===== config.mk =====
export PLATFORM = sky130hd
export DESIGN_NAME = cca_code_mem
export DESIGN_NICKNAME = d
export VERILOG_FILES = /design/src/hw/rtl/cca_pkg.sv /design/src/hw/rtl/cca_code_mem.sv
export SDC_FILE = /design/constraint.sdc
export NUM_CORES = 2
export LEC_CHECK = 0
export BUFFER_PORTS_ARGS = -buffer_cell sky130_fd_sc_hd__buf_2
export CORE_MARGIN = 4
export CORE_UTILIZATION = 30
export CTS_BUF_LIST = sky130_fd_sc_hd__clkbuf_8 sky130_fd_sc_hd__clkbuf_16
export DETAILED_ROUTE_END_ITERATION = 16
export GPL_TIMING_DRIVEN = 0
export PLACE_DENSITY = 0.41
export SLEW_MARGIN = 20
export SYNTH_ARGS = -nofsm -noshare
export SYNTH_HDL_FRONTEND = slang
export SYNTH_SLANG_ARGS = --single-unit
export TNS_END_PERCENT = 100

===== constraint.sdc =====
create_clock -name clk -period 4.3 [get_ports clk]
set_input_delay 0.86 -clock clk [delete_from_list [all_inputs] [get_ports clk]]
set_output_delay 0.86 -clock clk [all_outputs]
set_load 0.05 [all_outputs]

===== src/hw/rtl/cca_pkg.sv =====
`timescale 1ns / 1ps
// ----------------------------------------------------------------------------
// cca_pkg: shared types and constants for the canonical code assigner
// Table sizes, field widths, command codes, FSM states and the control
// bundle that drives the shared code counter.
// ----------------------------------------------------------------------------
package cca_pkg;

  // Table and field sizes
  localparam int NUM_SYMBOLS  = 256;
  localparam int MAX_CODE_LEN = 16;
  localparam int SYM_W        = 8;
  localparam int IDX_W        = $clog2(NUM_SYMBOLS);
  localparam int LEN_W        = 5;
  localparam int CODE_W       = 16;
  localparam int LEN_MAX      = (1 << LEN_W) - 1;

  // Counter stays below 2^width and width never passes LEN_MAX + 1
  localparam int CNT_W        = LEN_MAX + 2;
  localparam int WID_W        = $clog2(CNT_W + 1);

  // Stream packing
  localparam int S_DATA_W     = ((SYM_W + LEN_W + 7) / 8) * 8;
  localparam int M_DATA_W     = ((CODE_W + LEN_W + 7) / 8) * 8;

  typedef enum logic {
    CMD_WRITE = 1'b0,
    CMD_READ  = 1'b1
  } cmd_t;

  typedef enum logic [2:0] {
    ST_IDLE,
    ST_SCAN,
    ST_DRAIN,
    ST_LOOK,
    ST_RESP
  } state_t;

  // Control bundle for the code counter
  typedef struct packed {
    logic             clear;
    logic             step;
    logic             hit;
    logic [LEN_W-1:0] len;
  } cca_step_t;

endpackage


===== src/hw/rtl/cca_code_mem.sv =====
`timescale 1ns / 1ps
// ----------------------------------------------------------------------------
// cca_code_mem: canonical code table
// One write port filled during the rebuild sweep, one registered read port.
// ----------------------------------------------------------------------------
module cca_code_mem
  import cca_pkg::*;
(
  input  logic              clk,
  input  logic              we,
  input  logic [IDX_W-1:0]  waddr,
  input  logic [CODE_W-1:0] wdata,
  input  logic [IDX_W-1:0]  raddr,
  output logic [CODE_W-1:0] rdata
);

  logic [CODE_W-1:0] mem [NUM_SYMBOLS];

  // Store a code
  always_ff @(posedge clk) begin
    if (we) begin
      mem[waddr] <= wdata;
    end
  end

  // Registered read
  always_ff @(posedge clk) begin
    rdata <= mem[raddr];
  end

endmodule


==> impl_metrics.json <==
{
  "cts_buffer_depth": 4,
  "place.gp.congestion": 0.922,
  "netlist_area_mm2": 0.159,
  "dieArea_mm2": 0.541,
  "portBuffers": 39,
  "synth_area_leaders": "edfxtp_1, mux4_2, mux2i_1",
  "layout_min_cycle_time_ns": 4.52,
  "yosysMostFrequentCell": "edfxtp_1",
  "drc": 0,
  "critPathLaunchType": "input pin",
  "drv_cap": 0,
  "post-cts-setup-buffers": 0,
  "row_count": 266,
  "hp-class": "input pin to flip-flop",
  "finClkSkew_ns": 0.0591,
  "ys.flop_type": "edfxtp_1",
  "final_max_slew_viol_count": 0,
  "path_cells": "clkbuf_2 > inv_1 > buf_2 > clkbuf_2 > clkbuf_2 > a211oi_1 > o21ai_0 > nand3_1 > nor4_2",
  "arrival_ns": 5.36,
  "p_comb_frac": 0.063,
  "rsz0062_at_grt": "false",
  "seq_area_frac_synth": 0.777,
  "yosysUniqueCellTypes": 52,
  "multiInputGateArea_mm2": 0.0347,
  "end_kind": "flip-flop",
  "critPathBufInv": 5,
  "routedWlPerCell_um": 37.5,
  "overflow": 0,
  "final_hold_viol_count": 0,
  "relSlewSlack": 0.149,
  "hpwl_mm": 404,
  "clock_sinks": 4112,
  "io_pins": 50,
  "numCtsBuffers": 446,
  "p_sw_mw": 20.2,
  "routed_wl_mm": 578,
  "place_inst": 14600,
  "start_util": 0.302,
  "synth-seq-cells": 4112,
  "seqPwrFrac": 0.505,
  "r2r_slack_ns": 0.99,
  "critPathMaxFanout": 10,
  "p_clk_frac": 0.432,
  "syn-mean-instance-area_um2": 21.6,
  "netlist_top_cells_count": "edfxtp_1, mux4_2, mux2i_1, nor2_1, o221ai_1",
  "yosys_warnings": 0,
  "vdd_drop_max_mv": 0.334,
  "power.static_leakage_nw": 58.7,
  "cts.clk_slew.worst_paths_ns": 0.06,
  "grt_max_degree": 109,
  "viasPerCell": 5.34,
  "p_sw_frac": 0.231,
  "synth-async-reset-ratio": 0,
  "coreArea_mm2": 0.526,
  "nets": 8093,
  "cts_tree": "built",
  "min_to": "mem[230][5]",
  "dieWidth_um": 735,
  "slowest_delay_ns": 0.73,
  "fin_cells": 15400,
  "failed_checks": "negative setup slack",
  "setup_viol": 15,
  "p_int_mw": 67.3,
  "htreeDepth": 5,
  "cp_top_family": "buffers and inverters",
  "synthesis.nets": 7394,
  "utilization": 0.358,
  "r2r_cells": 7,
  "drtPass1Iterations": 6,
  "grt_first_pass_wirelength_mm": 763,
  "synth_edf_count": 4096,
  "p_per_area_mw_per_mm2": 465,
  "vias": 82300,
  "required_ns": 5.14,
  "post-route-period-util": 1.05,
  "die_h_um": 735,
  "crit_path_top_delay_cell": "nor4_2",
  "detail-route-antenna-nets": 0,
  "insertion_delay_ns": 1.01,
  "layout-drive-gt1-share": 0.287,
  "r2r_end": "rdata[1]",
  "hold_depth": 1,
  "yosysTopAreaCellShare": 0.775,
  "grt_pass1_vias": 82100,
  "drtIter0Drc": 10300,
  "antenna_found_initial": 61,
  "synth_top_area_cell": "edfxtp_1",
  "ff_latch_area_mm2": 0.123,
  "synthCells": 7360,
  "max_freq_mhz": 221,
  "worstSetupPathType": "input pin to flip-flop",
  "worst_pin_slew_ns": 1.28,
  "min_from": "wdata[5]",
  "status": "finished, violations left",
  "cpMostUsedCell": "clkbuf_2",
  "cts_root_buf": "clkbuf_16",
  "grt_use_total": 0.209,
  "setup_ws_ns": -0.224,
  "synthToLayoutAreaGrowth_pct": 18.5,
  "n_fill_cell": 48500,
  "rr_startpoint": "mem[131][1]"
}
[power groups by stage]
stage / logic [mW] / registers (mW) / clock network [mW]
floorplan: 2.18 / 45.2 / 0
global placement: 5.14 / 45.3 / 0
global route: 5.66 / 44.2 / 40.2
finish: 5.51 / 44.2 / 37.8
detailed placement: 5.50 / 45.1 / 0
CTS: 5.54 / 44.2 / 38.5
[cell usage in the layout (no fill, tap or decap), types with 60 or more instances in the layout]
cell	instances
nor2_4	149
edfxtp_1	4096
buf_2	103
inv_1	84
clkbuf_1	133
mux2_2	88
buf_8	80
mux4_2	797
clkinv_1	117
clkinv_2	83
nor2_2	108
clkbuf_2	75
clkbuf_16	453
nor3_1	60
buf_6	135
mux2i_1	565
o22ai_1	148
o221ai_1	249
a21oi_1	175
[repair_timing]
item | CTS | global route
hold buffers | 0 | 0
pin swaps | 0 | 0
resized for setup | 66 | 20
endpoints found under the setup margin | 16 | 9
[layout make-up]
cell class                 instances  area share
antenna                           27    0.000359
buffer                           448      0.0153
clock buffer                     456      0.0605
clock inverter                   369      0.0158
inverter                           4   0.0000798
multi-input combinational       2792       0.184
sequential                      4112       0.655
tap                             6968      0.0463
timing repair buffer             255      0.0217
[kinds of logic (layout without fill, tap and decap cells)]
group                  after synthesis  after routing  synth area share
flip-flops                        4112           4112             0.777
multiplexers                      1450           1450             0.155
AO/OA/AOI/OAI                      786            786            0.0354
AND/OR/NAND/NOR                    556            556            0.0157
buffers and inverters              456           1532            0.0169
other                                0             27                 0
[registers in the layout (all words and copies together), names as in the netlist]
register  count
mem        4096
rdata        16
[how the worst max path moves through the flow]
stage	startpoint	endpoint	slack (ns)	cells past startpoint
5_1_grt	raddr[1]	rdata[6]	0.004	10
3_3_place_gp	raddr[2]	rdata[1]	-4.10	9
6_report	raddr[4]	rdata[5]	-0.22	9
3_5_place_dp	raddr[3]	rdata[9]	-2.19	9
2_1_floorplan	waddr[3]	mem[235][0]	1.28	6
4_1_cts	raddr[2]	rdata[1]	-0.02	11
[routing by layer]
metal	vias up	wire, µm	GRT usage
li1	32900	-	-
met5	-	99	0
met1	45400	249000	0.293
met4	16	21100	0.0660
met2	3309	267000	0.331
met3	752	40700	0.0382
[through the flow]
step	hold slack, ns	worst slack, ns	setup TNS [ns]	power [mW]	instance area (µm²)
floorplan	0.854	1.28	0	47.3	159000
global placement	1.19	-4.10	-	50.4	168000
detailed placement	1.17	-2.19	-30.80	50.6	173000
CTS	0.0994	-0.0205	-0.0205	88.3	188000
global route	0.143	0.00429	0	90.1	188000
finish	0.192	-0.224	-1.76	87.5	188000
No activity file was read; power rests on OpenSTA's default activity.
