### config.mk
export PLATFORM = sky130hd
export DESIGN_NAME = cca_len_mem
export DESIGN_NICKNAME = d
export VERILOG_FILES = /design/src/hw/rtl/cca_pkg.sv /design/src/hw/rtl/cca_len_mem.sv
export SDC_FILE = /design/constraint.sdc
export NUM_CORES = 2
export LEC_CHECK = 0
export BUFFER_PORTS_ARGS = -buffer_cell sky130_fd_sc_hd__buf_4
export CORE_MARGIN = 10
export CORE_UTILIZATION = 63
export DETAILED_ROUTE_END_ITERATION = 10
export PLACE_DENSITY_LB_ADDON = 0.25
export REMOVE_ABC_BUFFERS = 1
export SETUP_SLACK_MARGIN = 0.15
export SYNTH_ARGS = -nofsm -noshare
export SYNTH_HDL_FRONTEND = slang
export SYNTH_SLANG_ARGS = --single-unit
### constraint.sdc
create_clock -name clk -period 2.95 [get_ports clk]
set_clock_uncertainty 0.1 [all_clocks]
set_input_delay 0.295 -clock clk [delete_from_list [all_inputs] [get_ports clk]]
set_output_delay 0.295 -clock clk [all_outputs]
set_load 0.01 [all_outputs]
### src/hw/rtl/cca_pkg.sv
`timescale 1ns / 1ps
// ----------------------------------------------------------------------------
// cca_pkg: shared types and constants for the canonical code assigner
// Table sizes, field widths, command codes, FSM states and the control
// bundle that drives the shared code counter.
// ----------------------------------------------------------------------------
package cca_pkg;

  // Table and field sizes
  localparam int NUM_SYMBOLS  = 256;
  localparam int MAX_CODE_LEN = 16;
  localparam int SYM_W        = 8;
  localparam int IDX_W        = $clog2(NUM_SYMBOLS);
  localparam int LEN_W        = 5;
  localparam int CODE_W       = 16;
  localparam int LEN_MAX      = (1 << LEN_W) - 1;

  // Counter stays below 2^width and width never passes LEN_MAX + 1
  localparam int CNT_W        = LEN_MAX + 2;
  localparam int WID_W        = $clog2(CNT_W + 1);

  // Stream packing
  localparam int S_DATA_W     = ((SYM_W + LEN_W + 7) / 8) * 8;
  localparam int M_DATA_W     = ((CODE_W + LEN_W + 7) / 8) * 8;

  typedef enum logic {
    CMD_WRITE = 1'b0,
    CMD_READ  = 1'b1
  } cmd_t;

  typedef enum logic [2:0] {
    ST_IDLE,
    ST_SCAN,
    ST_DRAIN,
    ST_LOOK,
    ST_RESP
  } state_t;

  // Control bundle for the code counter
  typedef struct packed {
    logic             clear;
    logic             step;
    logic             hit;
    logic [LEN_W-1:0] len;
  } cca_step_t;

endpackage

### src/hw/rtl/cca_len_mem.sv
`timescale 1ns / 1ps
// ----------------------------------------------------------------------------
// cca_len_mem: code length table
// One write port, one registered read port. Per-entry valid bits cleared by
// reset make unwritten entries read as length zero.
// ----------------------------------------------------------------------------
module cca_len_mem
  import cca_pkg::*;
(
  input  logic             clk,
  input  logic             rst,
  input  logic             we,
  input  logic [IDX_W-1:0] waddr,
  input  logic [LEN_W-1:0] wdata,
  input  logic [IDX_W-1:0] raddr,
  output logic [LEN_W-1:0] rdata
);

  logic [LEN_W-1:0]       mem [NUM_SYMBOLS];
  logic [NUM_SYMBOLS-1:0] vld;
  logic [LEN_W-1:0]       mem_q;
  logic                   vld_q;

  // Store a length
  always_ff @(posedge clk) begin
    if (we) begin
      mem[waddr] <= wdata;
    end
  end

  // Track written entries
  always_ff @(posedge clk) begin
    if (rst) begin
      vld <= '0;
    end else if (we) begin
      vld[waddr] <= 1'b1;
    end
  end

  // Registered read
  always_ff @(posedge clk) begin
    mem_q <= mem[raddr];
    vld_q <= vld[raddr];
  end

  assign rdata = vld_q ? mem_q : '0;

endmodule

==> flow_summary.yaml <==
detailed_routing:
  drt_drc_violations_left: 0
  wl_um: 154000
  ant_nets: 0
  via_per_inst: 6.66
  vias: 34391
  dr.pass1.iters: 5
  drt_iter0_drc: 4954
  wl_per_cell_um: 29.8
grt:
  grt_pass1_wl_um: 227000
  grt_pass1_vias: 34389
  track_usage_pct: 28.8
  grt_overflow: 0
  antenna_found_initial: 9
  grt_max_degree: 98
critical_path:
  crit_path_cell_trace: "mux4_2 -> a22oi_1 -> a21oi_1 -> nor4_2 -> buf_4 -> a41o_1 -> o221ai_1"
  crit_path_start_kind: "register"
  crit_slowest_cell: "nor4_2"
  reg2reg_depth: 7
  slowest_delay_ns: 0.67
  rr_startpoint: "mem[191][2]$_DFFE_PP_"
  crit_required_ns: 3.48
  reg2reg_slack_ns: 0.24
  cp.arrival_ns: 3.24
  path_class: "reg2reg"
  endpoint_kind: "register"
  rr_endpoint: "mem_q[2]$_DFF_P_"
  crit_fanout: 1
die:
  core_area_mm2: 0.0936
  start_util_pct: 63.7
  die_w_um: 328
  dieArea_mm2: 0.107
  io_pins: 29
  dieHeight_um: 328
  row_count: 112
clocking:
  htree_levels: 4
  clock_latency_ns: 0.78
  cts-root-buf: "clkbuf_16"
  clock_path_buffers: 3
  cts_buffers: 149
  cts_num_sinks: 1542
  clk_pin_slew_ns: 0.06
  postCtsSetupBuffers: 0
  cts_tree: "built"
yosys:
  syn_area_mm2: 0.0597
  synthFlopType: "edfxtp_1"
  synthArstFlopShare_pct: 0
  yosysSeqAreaShare_pct: 73.2
  post_synth.cell_area_avg_um2: 17.1
  synth_edf_count: 1280
  yosysWarnings: 0
  synth-seq-cells: 1542
  syn_inst: 3482
  ys_types: 50
layout:
  drive_above_1_share_pct: 24.6
  layout_commonest_cell: "edfxtp_1"
  layout_common_cells: "edfxtp_1, nor2_1, mux4_2"
  syn2layout_area_growth_pct: 14.5
  nets: 3805
  fin_util_pct: 73.0
  final_cells: 5167
timing:
  setup_violations: 0
  worst_slew_pin_slew_ns: 0.965
  hold_violations: 0
  slew_headroom_pct: 35.4
  rsz0062_at_grt: "false"
  period_share_pct: 92.0
  fmax_mhz: 368
  fin_setup_tns_ns: 0
  fin_crit_ns: 2.71
  drv_slew: 0
place:
  hpwl_um: 99800
  placed_cells: 4879
  io_buffers: 28
  place_congestion: 0.920
hold_path:
  hold_path_class: "in2reg"
  min_from: "rst"
  hold_path_end: "vld[204]$_SDFFE_PP0P_"
  hold_path_depth: 2
pwr:
  ir_drop_v: 0.000625
  leakage_nw: 22.5
  powerDensity_mw_per_mm2: 659
outcome:
  status: "finished clean"
run:
  maxCapViolations: 0
cells in the mapped netlist, types with 23 or more instances:
cell type	number	share of area [%]
mux2i_1	107	1.8
edfxtp_1	1280	64
dfxtp_1	262	8.8
clkbuf_1	125	0.79
buf_2	32	0.27
o21ai_0	34	0.29
buf_4	28	0.35
a21oi_1	45	0.38
a22oi_1	79	0.99
nand3_1	46	0.39
nor2_1	746	4.7
o22ai_1	23	0.24
mux4_2	331	12
o21ba_2	29	0.49
nand2_1	71	0.45
o221ai_1	28	0.41
worst max-delay path, delay by kind of cell (launching register included):
family	cells	cell delay, ns
AOI/OAI and AO/OA	4	0.72
and+or+nand+nor	1	0.67
muxes	1	0.50
DFF	1	0.37
buffers and inverters	1	0.23
state kept, by name, indices dropped and copies added, names as in the netlist:
name and cells:
vld_q 1, mem_q 5, vld 256, mem 1280
final cells by class:
class / count / area [um2]
Tap cell: 1254 / 1570
Antenna cell: 6 / 15.0
Fill cell: 5483 / 25300
Inverter: 5 / 18.8
Clock inverter: 57 / 597
Timing Repair Buffer: 356 / 3210
Multi-Input combinational cell: 1727 / 14900
Clock buffer: 220 / 4300
Sequential cell: 1542 / 43700
cell families (layout without fill, tap and decap cells):
kind of cell | Yosys count | in the layout | synth area share, %
other | 0 | 6 | 0
AOI/OAI and AO/OA | 310 | 310 | 3.81
buffers and inverters | 213 | 638 | 1.77
DFF | 1542 | 1542 | 73.2
muxes | 459 | 459 | 14.7
and+or+nand+nor | 958 | 958 | 6.53
power breakdown:
group | switching [mW] | leakage (nW) | total, mW | internal [mW]
clock | 8.02 | 2.39 | 19.0 | 11.0
combinational | 1.48 | 6.45 | 2.37 | 0.891
sequential | 0.0214 | 13.6 | 23.6 | 23.6
how the worst max path moves through the flow:
stage / slack [ns] / startpoint / cells after the start / to
3_5_place_dp: -0.47 / raddr[0] / 10 / mem_q[2]$_DFF_P_
4_1_cts: 0.35 / mem[175][2]$_DFFE_PP_ / 8 / mem_q[2]$_DFF_P_
3_3_place_gp: -0.45 / raddr[0] / 10 / mem_q[2]$_DFF_P_
2_1_floorplan: 0.57 / raddr[3] / 5 / mem_q[3]$_DFF_P_
5_1_grt: 0.22 / mem[190][2]$_DFFE_PP_ / 7 / mem_q[2]$_DFF_P_
6_report: 0.24 / mem[191][2]$_DFFE_PP_ / 7 / mem_q[2]$_DFF_P_
stage by stage:
step | power (mW) | area [um2] | hold slack, ns | setup WS (ns)
5_1_grt | 46.1 | 68300 | 0.0421 | 0.222
3_3_place_gp | 26.3 | 63400 | 0.343 | -0.451
6_report | 45.0 | 68300 | 0.0287 | 0.236
2_1_floorplan | 24.9 | 58600 | 0.267 | 0.575
4_1_cts | 45.1 | 68300 | 0.0112 | 0.352
3_5_place_dp | 26.4 | 63400 | 0.356 | -0.472
per-layer routing:
layer | global-route usage, % | share of wire, % | vias up | wire length [um]
li1 | - | - | 14184 | -
met1 | 38.5 | 36 | 17577 | 56000
met2 | 45.4 | 48 | 2241 | 73600
met3 | 7.10 | 11 | 383 | 17600
met4 | 11.8 | 4.2 | 6 | 6520
met5 | 0 | 0.022 | - | 34
timing repair:
item / CTS / global route
gates resized for setup: 1 / 0
hold buffers: 5 / 0
endpoints found under the hold margin: 275 / 0
setup endpoints to repair: 1 / 0
Power figures use the tool's default switching activity.
