<file path="config.mk">
export PLATFORM = sky130hd
export DESIGN_NAME = cca_counter
export DESIGN_NICKNAME = d
export VERILOG_FILES = /design/src/hw/rtl/cca_pkg.sv /design/src/hw/rtl/cca_counter.sv
export SDC_FILE = /design/constraint.sdc
export NUM_CORES = 1
export LEC_CHECK = 0
export BUFFER_PORTS_ARGS = -buffer_cell sky130_fd_sc_hd__buf_2
export CORE_MARGIN = 10
export CORE_UTILIZATION = 65
export CTS_CLUSTER_DIAMETER = 30
export CTS_CLUSTER_SIZE = 16
export DETAILED_ROUTE_END_ITERATION = 16
export PLACE_DENSITY = 0.83
export SLEW_MARGIN = 20
export SYNTH_ARGS = -nofsm -noshare
export SYNTH_HDL_FRONTEND = slang
export SYNTH_SLANG_ARGS = --single-unit
</file>
<file path="constraint.sdc">
create_clock -name clk -period 14 [get_ports clk]
set_clock_uncertainty 0.05 [all_clocks]
set_input_delay 2.8 -clock clk [delete_from_list [all_inputs] [get_ports clk]]
set_output_delay 2.8 -clock clk [all_outputs]
set_load 0.02 [all_outputs]
</file>
<file path="src/hw/rtl/cca_pkg.sv">
`timescale 1ns / 1ps
// ----------------------------------------------------------------------------
// cca_pkg: shared types and constants for the canonical code assigner
// Table sizes, field widths, command codes, FSM states and the control
// bundle that drives the shared code counter.
// ----------------------------------------------------------------------------
package cca_pkg;

  // Table and field sizes
  localparam int NUM_SYMBOLS  = 256;
  localparam int MAX_CODE_LEN = 16;
  localparam int SYM_W        = 8;
  localparam int IDX_W        = $clog2(NUM_SYMBOLS);
  localparam int LEN_W        = 5;
  localparam int CODE_W       = 16;
  localparam int LEN_MAX      = (1 << LEN_W) - 1;

  // Counter stays below 2^width and width never passes LEN_MAX + 1
  localparam int CNT_W        = LEN_MAX + 2;
  localparam int WID_W        = $clog2(CNT_W + 1);

  // Stream packing
  localparam int S_DATA_W     = ((SYM_W + LEN_W + 7) / 8) * 8;
  localparam int M_DATA_W     = ((CODE_W + LEN_W + 7) / 8) * 8;

  typedef enum logic {
    CMD_WRITE = 1'b0,
    CMD_READ  = 1'b1
  } cmd_t;

  typedef enum logic [2:0] {
    ST_IDLE,
    ST_SCAN,
    ST_DRAIN,
    ST_LOOK,
    ST_RESP
  } state_t;

  // Control bundle for the code counter
  typedef struct packed {
    logic             clear;
    logic             step;
    logic             hit;
    logic [LEN_W-1:0] len;
  } cca_step_t;

endpackage

</file>
<file path="src/hw/rtl/cca_counter.sv">
`timescale 1ns / 1ps
// ----------------------------------------------------------------------------
// cca_counter: shared canonical code counter
// Each step widens the counter by one bit while its width is below the
// current length, then on a hit hands out the code, increments and grows
// the width when the low width bits roll over to zero.
// ----------------------------------------------------------------------------
module cca_counter
  import cca_pkg::*;
(
  input  logic              clk,
  input  cca_step_t         ctl,
  output logic [CODE_W-1:0] code
);

  localparam logic [CNT_W-1:0] KEEP = (CNT_W'(1) << MAX_CODE_LEN) - CNT_W'(1);

  logic [CNT_W-1:0] counter;
  logic [WID_W-1:0] width;
  logic             grow;
  logic [CNT_W-1:0] cnt_sh;
  logic [WID_W-1:0] wid_sh;
  logic [CNT_W-1:0] cnt_inc;
  logic [CNT_W-1:0] low_mask;
  logic             roll;
  logic [CNT_W-1:0] counter_next;
  logic [WID_W-1:0] width_next;

  // Widen by one bit when below the current length
  always_comb begin
    grow   = width < WID_W'(ctl.len);
    cnt_sh = grow ? {counter[CNT_W-2:0], 1'b0} : counter;
    wid_sh = grow ? width + WID_W'(1) : width;
  end

  // Increment and test the low width bits
  always_comb begin
    cnt_inc  = cnt_sh + CNT_W'(1);
    low_mask = (32'(wid_sh) >= CNT_W) ? '1 : (CNT_W'(1) << wid_sh) - CNT_W'(1);
    roll     = (cnt_inc & low_mask) == '0;
  end

  // Select the next counter state
  always_comb begin
    counter_next = counter;
    width_next   = width;
    if (ctl.clear) begin
      counter_next = '0;
      width_next   = '0;
    end else if (ctl.step) begin
      counter_next = ctl.hit ? cnt_inc : cnt_sh;
      width_next   = (ctl.hit && roll) ? wid_sh + WID_W'(1) : wid_sh;
    end
  end

  always_ff @(posedge clk) begin
    counter <= counter_next;
    width   <= width_next;
  end

  assign code = CODE_W'(cnt_sh & KEEP);

endmodule

</file>
==> run summary <==
OUTCOME
--------------------------------------------------------------------------------------------------------
Result of the run                                                                           complete, no violations

POWER AND IR DROP
--------------------------------------------------------------------------------------------------------
Switching share of power                                                                           0.463
Worst IR drop on VDD                                                                         0.0000612 V
Power density cells                                                                          85.4 mW/mm²
Portion of total power attributed to sequential cells                                              0.272
Clock share of power                                                                               0.194
Internal power                                                                                  0.270 mW
Combinational share of power                                                                       0.534
Leakage                                                                                          2.07 nW
Psw                                                                                             0.233 mW

HOLD PATH
--------------------------------------------------------------------------------------------------------
Path class of the lowest-slack min-delay path                                               register to register
Worst hold path cell count                                                                             2

CELLS AND AREA
--------------------------------------------------------------------------------------------------------
Relative area change from synthesis to final layout                                                2.49%
# diodes                                                                                               0
Number of nets in the layout                                                                         843
Share of cells above drive strength 1                                                              0.105
Post-layout utilization of the core                                                                0.678
Non-filler instance count after layout                                                               934
Final design instance area without fill                                                      0.00588 mm²

FLOORPLAN
--------------------------------------------------------------------------------------------------------
Ports placed on the boundary                                                                          25
DIE AREA                                                                                      0.0130 mm²
Overall die height                                                                                114 µm
Initial Util                                                                                       0.661
Horiz. Die Dim                                                                                    114 µm
# rows                                                                                                34
CORE AREA                                                                                    0.00868 mm²

DRT
--------------------------------------------------------------------------------------------------------
Number of vias after detailed routing                                                               7041
Starting DRC count in detailed routing                                                              1041
DRC Markers                                                                                            0
Post-DR vias/cell                                                                                   7.54
Router iterations before antenna repair                                                                8
Final Routed Wirelength                                                                         20400 µm
DR WL/cell                                                                                       21.9 µm
Detail Route Antenna Nets                                                                              0

SYNTHESIS
--------------------------------------------------------------------------------------------------------
List of most frequent post-synthesis cells                                                  sky130_fd_sc_hd__nand2_1, sky130_fd_sc_hd__nor2_1, sky130_fd_sc_hd__a21oi_1
Proportion of register bits with asynchronous set or reset after synthesis                             0
Cell types occupying the most area after synthesis                                          sky130_fd_sc_hd__dfxtp_1, sky130_fd_sc_hd__nand2_1, sky130_fd_sc_hd__a21oi_1
Area fraction of the dominant cell type after synthesis                                            0.136
Top-count cell post-synth                                                                   sky130_fd_sc_hd__nand2_1
Library cells used by synthesis                                                                       95
Gate Count Post-Synth                                                                                861
Average cell area after synthesis                                                               6.67 µm²
Net count after synthesis                                                                            879
Synthesized flop and latch total                                                                      39
Seq/Total Area, Yosys                                                                              0.136
Synth Warn #                                                                                           0
Cell Area, Synth                                                                             0.00574 mm²
Most common flop cell mapped by yosys                                                       sky130_fd_sc_hd__dfxtp_1
Post-synth EDFFs                                                                                       0
Post-synth top area cell                                                                    sky130_fd_sc_hd__dfxtp_1

GRT
--------------------------------------------------------------------------------------------------------
Met1 demand-to-capacity share in global routing                                                    0.389
Busiest layer in global routing                                                                     met2
Global routing usage on met3                                                                      0.0572
Vias in the first global route                                                                      6214
Initial antenna violation count                                                                        0
Global router's overall resource usage                                                             0.300
Total grt overflow                                                                                     0
Met2 Track Usage GR                                                                                0.470
First-pass GRT wire length                                                                      32900 µm
Maximum number of pins on one net before global-route repair                                          70

CRITICAL PATH
--------------------------------------------------------------------------------------------------------
Worst path buffer plus inverter count                                                                  5
Highest-delay cell along the critical path                                                  sky130_fd_sc_hd__nor4_1
Count of cell instances traversed by the critical path                                                21
Worst Path Class, Setup                                                                     primary input to register
Critical path fanouts, max                                                                            51
Critical path cell sequence                                                                 buf_2 > inv_1 > ha_1 > a21oi_1 > o21ai_1 > a21oi_4 > buf_4 > mux2_4 > inv_2 > ha_1 > inv_1 > o221a_2 > nor4_1 > a311o_1 > nor4_1 > mux2_2 > nand2_1 > nor4b_1 > nand4_4 > o41ai_2 > mux2_1
Top Family by Delay on Critical Path                                                        simple AND/OR/NAND/NOR gates
Data required time at the worst endpoint                                                        14130 ps
Path depth of the worst reg2reg path                                                                  19
CP peak stage delay                                                                               840 ps
Category of the worst setup path capture point                                                  register
Data arrival at the endpoint of the critical path                                                8990 ps
Launching element type of the critical path                                                 primary input

TIMING
--------------------------------------------------------------------------------------------------------
RSZ-0062 raised after global routing                                                                  no
Headroom to the max-slew limit                                                                     0.288
Timing-limited maximum frequency                                                                 113 MHz
Hold Vio Cnt, Final                                                                                    0
Clock period minus worst slack                                                                   8870 ps
Share of the clock period used by the worst path                                                   0.633
Max-slew violation count                                                                               0
Final setup margin                                                                               5130 ps
Number of endpoints failing setup at the final stage                                                   0
Sum of negative setup slack                                                                         0 ps
Slew of the pin with the lowest slew margin                                                      1070 ps

PLACEMENT
--------------------------------------------------------------------------------------------------------
Setup slack after placement                                                                      4750 ps
Inst Count DP                                                                                        926
Count of input and output buffers                                                                     24
Post-DP Area                                                                                 0.00576 mm²
Post-DP HPWL                                                                                    14700 µm
Final Wtd Congestion                                                                                1.05

CLOCK TREE
--------------------------------------------------------------------------------------------------------
Post-CTS clock slew at the launch and capture registers of the worst setup and hold paths          80 ps
Root buffer cell                                                                            sky130_fd_sc_hd__clkbuf_8
Number of levels the H-tree was split into                                                             2
Clock tree from TritonCTS                                                                            yes
Clk Latency, worst-skew pair                                                                      300 ps
Resize count post-CTS                                                                                  0
Clock buffer depth                                                                                     2
Hold-fix buffers, CTS                                                                                  0
Setup repair bufs after CTS                                                                            0
Number of buffers created by CTS                                                                       5
Clock Sinks                                                                                           39

RUN
--------------------------------------------------------------------------------------------------------
Number of violations of the max-capacitance limit                                                      0

-- cells by family (layout without fill, tap and decap cells) --
logic type / Yosys count / count (layout) / synth area share
and+or+nand+nor: 368 / 368 / 0.324
xor gates and xnor gates: 29 / 29 / 0.0488
DFF: 39 / 39 / 0.136
muxes: 27 / 27 / 0.0501
adders and majority gates: 9 / 9 / 0.0196
AOI/OAI and AO/OA: 282 / 282 / 0.347
buffers and inverters: 107 / 72 / 0.0746
-- cells in the final DEF, fill, tap and decap left out, types with 9 or more instances in the layout --
master	Yosys	layout
sky130_fd_sc_hd__a211oi_1	27	27
sky130_fd_sc_hd__nor2_1	74	74
sky130_fd_sc_hd__nand4_1	36	36
sky130_fd_sc_hd__buf_2	8	24
sky130_fd_sc_hd__and3_1	9	9
sky130_fd_sc_hd__ha_1	9	9
sky130_fd_sc_hd__nand3_1	42	42
sky130_fd_sc_hd__nor4_1	10	10
sky130_fd_sc_hd__xnor2_1	17	17
sky130_fd_sc_hd__a311oi_1	10	10
sky130_fd_sc_hd__inv_1	24	24
sky130_fd_sc_hd__a21oi_1	62	62
sky130_fd_sc_hd__mux2i_1	16	16
sky130_fd_sc_hd__buf_4	2	10
sky130_fd_sc_hd__nor3_1	25	25
sky130_fd_sc_hd__nand2_1	114	114
sky130_fd_sc_hd__o21ai_0	51	51
sky130_fd_sc_hd__xor2_1	10	10
sky130_fd_sc_hd__a31oi_1	12	12
sky130_fd_sc_hd__dfxtp_1	39	39
sky130_fd_sc_hd__o211ai_1	11	11
sky130_fd_sc_hd__o31ai_1	9	9
sky130_fd_sc_hd__or3_1	10	10
-- metrics by stage --
step                      power, mW  hold slack [ps]
after floorplan               0.332              440
after global placement        0.392              462
after detailed placement      0.395              468
after CTS                     0.492              479
after global routing          0.528              501
final                         0.503              491
-- area by class of cell --
class | instances | area, µm²
well taps | 108 | 135
fillers | 753 | 2800
repair buffers | 34 | 195
clock buffers | 5 | 68.8
inverters | 30 | 114
flip-flops and latches | 39 | 781
clock inverters | 3 | 43.8
multi-input cells | 715 | 4540
-- metal layers --
layer | wire length (µm) | vias up
met1 | 7830 | 3233
met4 | 1010 | 0
li1 | - | 3177
met2 | 9240 | 535
met5 | 0 | -
met3 | 2340 | 96
-- power by group through the flow --
stage / logic (mW) / registers, mW / clock network [mW]
floorplan: 0.207 / 0.125 / 0
detailed placement: 0.257 / 0.138 / 0
global placement: 0.255 / 0.137 / 0
global route: 0.285 / 0.138 / 0.104
finish: 0.268 / 0.137 / 0.0975
CTS: 0.258 / 0.136 / 0.0985
-- registers in the layout, summed over array words and instances, names as in the netlist --
signal	cells
counter	33
width	6
-- worst min-delay path, delay by kind of cell (launching register included) --
family	cells	cell delay, ps
compound gates	1	50
flops	1	340
simple gates	1	110
-- final timing paths --
path | start | end | slack, ps
max | ctl[3] | width[4] | 5130
min | counter[32] | counter[32] | 490
max reg2reg | width[3] | width[4] | 6960
min reg2reg | counter[32] | counter[32] | 490
(Power assumes the default switching activity.)
